===== config.mk =====
export PLATFORM = sky130hd
export DESIGN_NAME = lsc_alu
export DESIGN_NICKNAME = d
export VERILOG_FILES = /design/src/hw/rtl/lsc_pkg.sv /design/src/hw/rtl/lsc_alu.sv
export SDC_FILE = /design/constraint.sdc
export NUM_CORES = 1
export LEC_CHECK = 0
export BUFFER_PORTS_ARGS = -buffer_cell sky130_fd_sc_hd__buf_2
export CAP_MARGIN = 30
export CORE_ASPECT_RATIO = 0.5
export CORE_MARGIN = 8
export CORE_UTILIZATION = 60
export DETAILED_ROUTE_END_ITERATION = 8
export PLACE_DENSITY = 0.83
export SLEW_MARGIN = 20
export SYNTH_ARGS = -nofsm -noshare
export SYNTH_HDL_FRONTEND = slang
export SYNTH_SLANG_ARGS = --single-unit

===== constraint.sdc =====
create_clock -name vclk -period 8.45
set_clock_uncertainty 0.1 [all_clocks]
set_input_delay 0.845 -clock vclk [all_inputs]
set_output_delay 0.845 -clock vclk [all_outputs]
set_load 0.005 [all_outputs]

===== src/hw/rtl/lsc_pkg.sv =====
// lsc_pkg: shared types and constants of the link shadowing cache
// table entry layout, shared unit opcodes, register indexes, reset values
// depends on nothing
`default_nettype none

package lsc_pkg;

    localparam int TIME_W = 48;
    localparam int LOSS_W = 16;
    localparam int ALU_W  = TIME_W + 1;

    typedef struct packed {
        logic                      valid;
        logic signed [LOSS_W-1:0]  loss;
        logic [TIME_W-1:0]         stamp;
    } t_entry;

    typedef enum logic [1:0] {
        ALU_ADD,
        ALU_SUB,
        ALU_MUL
    } t_alu_op;

    typedef enum logic [1:0] {
        COND_LOS,
        COND_NLOS,
        COND_NLOS2,
        COND_OTHER
    } t_cond;

    typedef enum logic [2:0] {
        REG_ENABLE,
        REG_COHERENCE,
        REG_DEV_LOS,
        REG_DEV_NLOS,
        REG_DEV_NLOS2,
        REG_CROSSOVER,
        REG_SYMMETRIC
    } t_reg_idx;

    localparam logic [TIME_W-1:0] COHERENCE_RST = 48'd25000000000;
    localparam logic [15:0]       DEV_LOS_RST   = 16'd128;
    localparam logic [15:0]       DEV_NLOS_RST  = 16'd768;
    localparam logic [15:0]       DEV_NLOS2_RST = 16'd1280;
    localparam logic [23:0]       CROSSOVER_RST = 24'd6434;

    localparam logic [ALU_W-1:0]  ROUND_HALF    = 49'd2048;
    localparam logic [20:0]       SAT_POS       = 21'd32767;
    localparam logic [20:0]       SAT_NEG       = 21'd32768;

endpackage

`default_nettype wire


===== src/hw/rtl/lsc_alu.sv =====
// lsc_alu: shared 49-bit add / subtract unit with a 16x16 multiply mode
// used for elapsed time, coherence compare, product, magnitude, rounding, negation
// depends on lsc_pkg
`default_nettype none

module lsc_alu (
    input  wire lsc_pkg::t_alu_op          i_op,
    input  wire logic [lsc_pkg::ALU_W-1:0] i_a,
    input  wire logic [lsc_pkg::ALU_W-1:0] i_b,
    output logic      [lsc_pkg::ALU_W-1:0] o_res
);

    logic signed [32:0] w_prod;

    // signed sample times unsigned deviation
    assign w_prod = $signed(i_a[15:0]) * $signed({1'b0, i_b[15:0]});

    always_comb begin
        case (i_op)
            lsc_pkg::ALU_ADD: o_res = i_a + i_b;
            lsc_pkg::ALU_SUB: o_res = i_a - i_b;
            lsc_pkg::ALU_MUL: o_res = {{(lsc_pkg::ALU_W-33){w_prod[32]}}, w_prod};
            default:          o_res = '0;
        endcase
    end

endmodule

`default_nettype wire


## Word-level counts from Yosys, hierarchy flattened

Cells that the tools add are included.

- Output and inout bits: 49
- Bits in writable memories: 0
- Bits in latches: 0
- Memory bits (read-only): 0
- Logic and storage cells: 7
- Input port bits: 100
- Memories: 0
- Bits in registers: 0

- Bitwise operators: 0
- Div/mod/pow operators: 0
- Reduce and logical (&&, ||, !) cells: 1
- Multiply operators: 1
- Add/subtract/negate cells: 2
- Muxes and demuxes: 1
- Order comparisons: 0
- Shift operators: 0
- Equal/unequal tests: 2

Operators with widths:

| operator | count |
|---|---|
| case mux 49 bit (3 select lines) | 1 |
| adder 49 bit | 1 |
| subtractor 49 bit | 1 |
| multiplier 16 x 17 -> 33 bit | 1 |
| == test 2 x 1 -> 1 bit, second input constant | 1 |
| == test 2 bit, second input constant | 1 |
| zero test 2 bit | 1 |

## Longest topological paths before layout

- Depth after elaboration: 2
- Mapped depth: 25
- Mapped depth without buffers: 22

## Worst setup path after synthesis

Ideal clock, no wire load.

- Path type: input to output
- Start point: in i_b[10] (netlist name)
- End point: out o_res[30] (netlist name)
- Path slack: 0.593 ns
- Cell stages on the path: 22
- Arrival time: 6.912 ns
- Data required time: 7.505 ns
- Buffers on the path: 2
- Cells stage by stage: clkbuf_1 buf_1 nand2_1 fa_1 fa_1 fa_1 inv_1 fa_1 fa_1 inv_1 fa_1 inv_1 ha_1 and2_1 a221oi_2 o21a_1 a2bb2oi_1 a311oi_1 a2111oi_0 nor3_1 xor2_1 a31o_2

- Longest elaborated chain between the ends: 2
- Elaborated cells between the ends (all ways): 4
- Classes of those cells: add/sub (2); mul (1); mux (1)

Ends and longest elaborated chain:

| what | RTL line | text |
|---|---|---|
| start: declaration | lsc_alu.sv:9 | `input wire logic [lsc_pkg::ALU_W-1:0] i_b,` |
| multiplier 16 x 17 -> 33 bit, or another cell as far along | lsc_alu.sv:16 | `assign w_prod = $signed(i_a[15:0]) * $signed({1'b0, i_b[15:0]});` |
| case mux 49 bit (3 select lines) (*) | lsc_alu.sv:19 | `case (i_op)` |
| end: declaration | lsc_alu.sv:10 | `output logic [lsc_pkg::ALU_W-1:0] o_res` |

Every way passes the cells marked *; elsewhere a longest branch is shown, timed or not.

## Worst setup path in the final report

- Start point: in i_b[7] (netlist name)
- End point: out o_res[31] (netlist name)

Same word-level chain as after synthesis.

==> impl_metrics.env <==
export IMPL_wire_per_inst_um=17.6
export IMPL_synth_fa_ha_area_frac=0.462
export IMPL_design_area_mm2=0.0141
export IMPL_final_cell_mix="inv_1, fa_1, nand2_1"
export IMPL_clkbuf_count=0
export IMPL_critPathArrivalTime_ns=7.29
export IMPL_wirelength_um=36500
export IMPL_grt_max_degree=41
export IMPL_place_worst_setup_slack_ns=0.231
export IMPL_min_path_type="input pin to output pin"
export IMPL_yosysTopAreaCellShare=0.298
export IMPL_vdd_drop_max_v=0.000476
export IMPL_maxCapViolations=0
export IMPL_core_mm2=0.0215
export IMPL_antenna_found_initial=1
export IMPL_vias=12200
export IMPL_syn_to_final_growth_pct=7.81
export IMPL_avgSynthCellArea_um2=7.84
export IMPL_fillers=1824
export IMPL_outcome="finished clean"
export IMPL_dp_hpwl_um=30400
export IMPL_drc=0
export IMPL_netlist_instances=1673
export IMPL_synthMuxAreaShare=0.00391
export IMPL_seq_cell_count=0
export IMPL_relSlewSlack=0.518
export IMPL_hold_viol_final=0
export IMPL_die_height_um=121
export IMPL_synthesis_area_mm2=0.0131
export IMPL_routed_via_density=5.88
export IMPL_multi_input_area_mm2=0.0118
export IMPL_drive_gt1_frac=0.117
export IMPL_fin_crit_ns=8.24
export IMPL_drv_slew=0
export IMPL_worst_slew_pin_slew_ns=0.721
export IMPL_synth_area_top_cells="fa_1, ha_1, inv_1"
export IMPL_synth_compound_area_frac=0.165
export IMPL_max_freq_mhz=121
export IMPL_firstDrtPassIters=5
export IMPL_syn_num_nets=2140
export IMPL_grt_pass1_wl_um=60600
export IMPL_dpl_instance_area_mm2=0.0141
export IMPL_critPathLaunchType="input pin"
export IMPL_post_cts_buffers=0
export IMPL_place_gp_congestion=0.962
export IMPL_p_leak_nw=7.28
export IMPL_yosys_area_top_type="fa_1"
export IMPL_antenna_left=0
export IMPL_grt_overflow=0
export IMPL_num_rows=38
export IMPL_cp_required_ns=7.51
export IMPL_period_share=0.975
export IMPL_cts_resized=0
export IMPL_synth_top_family_by_area="adder cells"
export IMPL_grt_pass1_vias=12500
export IMPL_mostFrequentLayoutCell="inv_1"
export IMPL_synth_xor_area_frac=0.0761
export IMPL_crit_fanout=10
export IMPL_die_area_mm2=0.0271
export IMPL_worst_slack_ns=0.213
export IMPL_port_buffers=149
export IMPL_ff_latch_area_um2=0
export IMPL_ys_types=74
export IMPL_yosysWarnings=0
export IMPL_crit_path_end_kind="output pin"
export IMPL_die_w_um=225
export IMPL_p_total_w=0.00518
export IMPL_criticalPathCategory="input pin to output pin"
export IMPL_initialDrtViolationCount=758
export IMPL_ctsHoldBuffers=0
export IMPL_setup_viol_count_final=0
export IMPL_grt_usage=0.267
export IMPL_start_util=0.609
export IMPL_ios=149
export IMPL_final_nets=2237
export IMPL_power_density_mw_per_mm2=367
export IMPL_ys_seq_area_frac=0
export IMPL_yosys_area_share_simple=0.192
final timing paths:
kind,from,cells after the start,to,slack [ns]
hold / removal,i_op[1],3,o_res[43],2.14
setup / recovery,i_b[7],24,o_res[31],0.21
metal layers:
metal,global-route usage,up-vias,wire (µm),share of wire
met2,0.463,591,17300,0.47
met3,0.0319,124,3140,0.086
met1,0.342,5800,14500,0.40
met5,0,-,0,0
met4,0.0986,0,1480,0.041
li1,-,5656,-,-
Yosys cell counts, types with 8 or more instances:
library cell / count
a211oi_1: 11
a21o_1: 42
a21oi_1: 97
a31oi_1: 12
and2_1: 117
clkbuf_1: 69
fa_1: 195
ha_1: 172
inv_1: 271
nand2_1: 183
nand2b_1: 19
nand3_1: 18
nand4_1: 15
nor2_1: 72
nor3_1: 22
o21a_1: 15
o21ai_0: 71
o21bai_1: 13
o22ai_1: 21
o31ai_1: 9
or3_1: 8
xnor2_1: 61
xor2_1: 53
layout make-up:
class              instances  share of cell area
multi-input cells       1323               0.836
diodes                     1            0.000177
inverters                273              0.0725
well taps                300              0.0265
repair buffers           172              0.0649
power by group:
group             internal (W)  switching, W  leakage, nW
Sequential                   0             0            0
Combinational          0.00213       0.00305         7.28
Clock          0.0000000000158             0   0.00000634
Total                  0.00213       0.00305         7.28
cells by family (layout without fill, tap and decap cells):
| family | after synthesis | after routing |
|---|---|---|
| adders and majority gates | 367 | 367 |
| other | 0 | 1 |
| and+or+nand+nor | 496 | 496 |
| buffers and inverters | 350 | 445 |
| muxes | 5 | 5 |
| xor gates and xnor gates | 114 | 114 |
| AOI/OAI and AO/OA | 341 | 341 |
worst max-delay path, stage by stage:
cell and delay (ns):
buf_2 0.26, nand2_1 0.13, fa_1 0.56, inv_1 0.05
fa_1 0.50, inv_1 0.06, fa_1 0.54, inv_1 0.05
fa_1 0.46, fa_1 0.54, inv_1 0.07, fa_1 0.53
inv_1 0.04, ha_1 0.33, a21o_1 0.23, a311oi_2 0.31
o22ai_2 0.16, or3_1 0.35, o2111ai_1 0.22, o21ai_0 0.23
a211oi_2 0.30, mux2i_1 0.21, mux2i_1 0.12, buf_2 0.16
stage by stage:
stage | cells | setup TNS [ns] | utilization | hold WS [ns]
global route | 2069 | -0.00786 | 0.657 | 2.19
CTS | 2068 | 0 | 0.655 | 2.14
finish | 2069 | 0 | 0.657 | 2.14
detailed placement | 2068 | 0 | 0.655 | 2.13
floorplan | 1673 | 0 | - | 1.75
global placement | 2068 | 0 | 0.655 | 2.12
No activity file was read; power rests on OpenSTA's default activity.
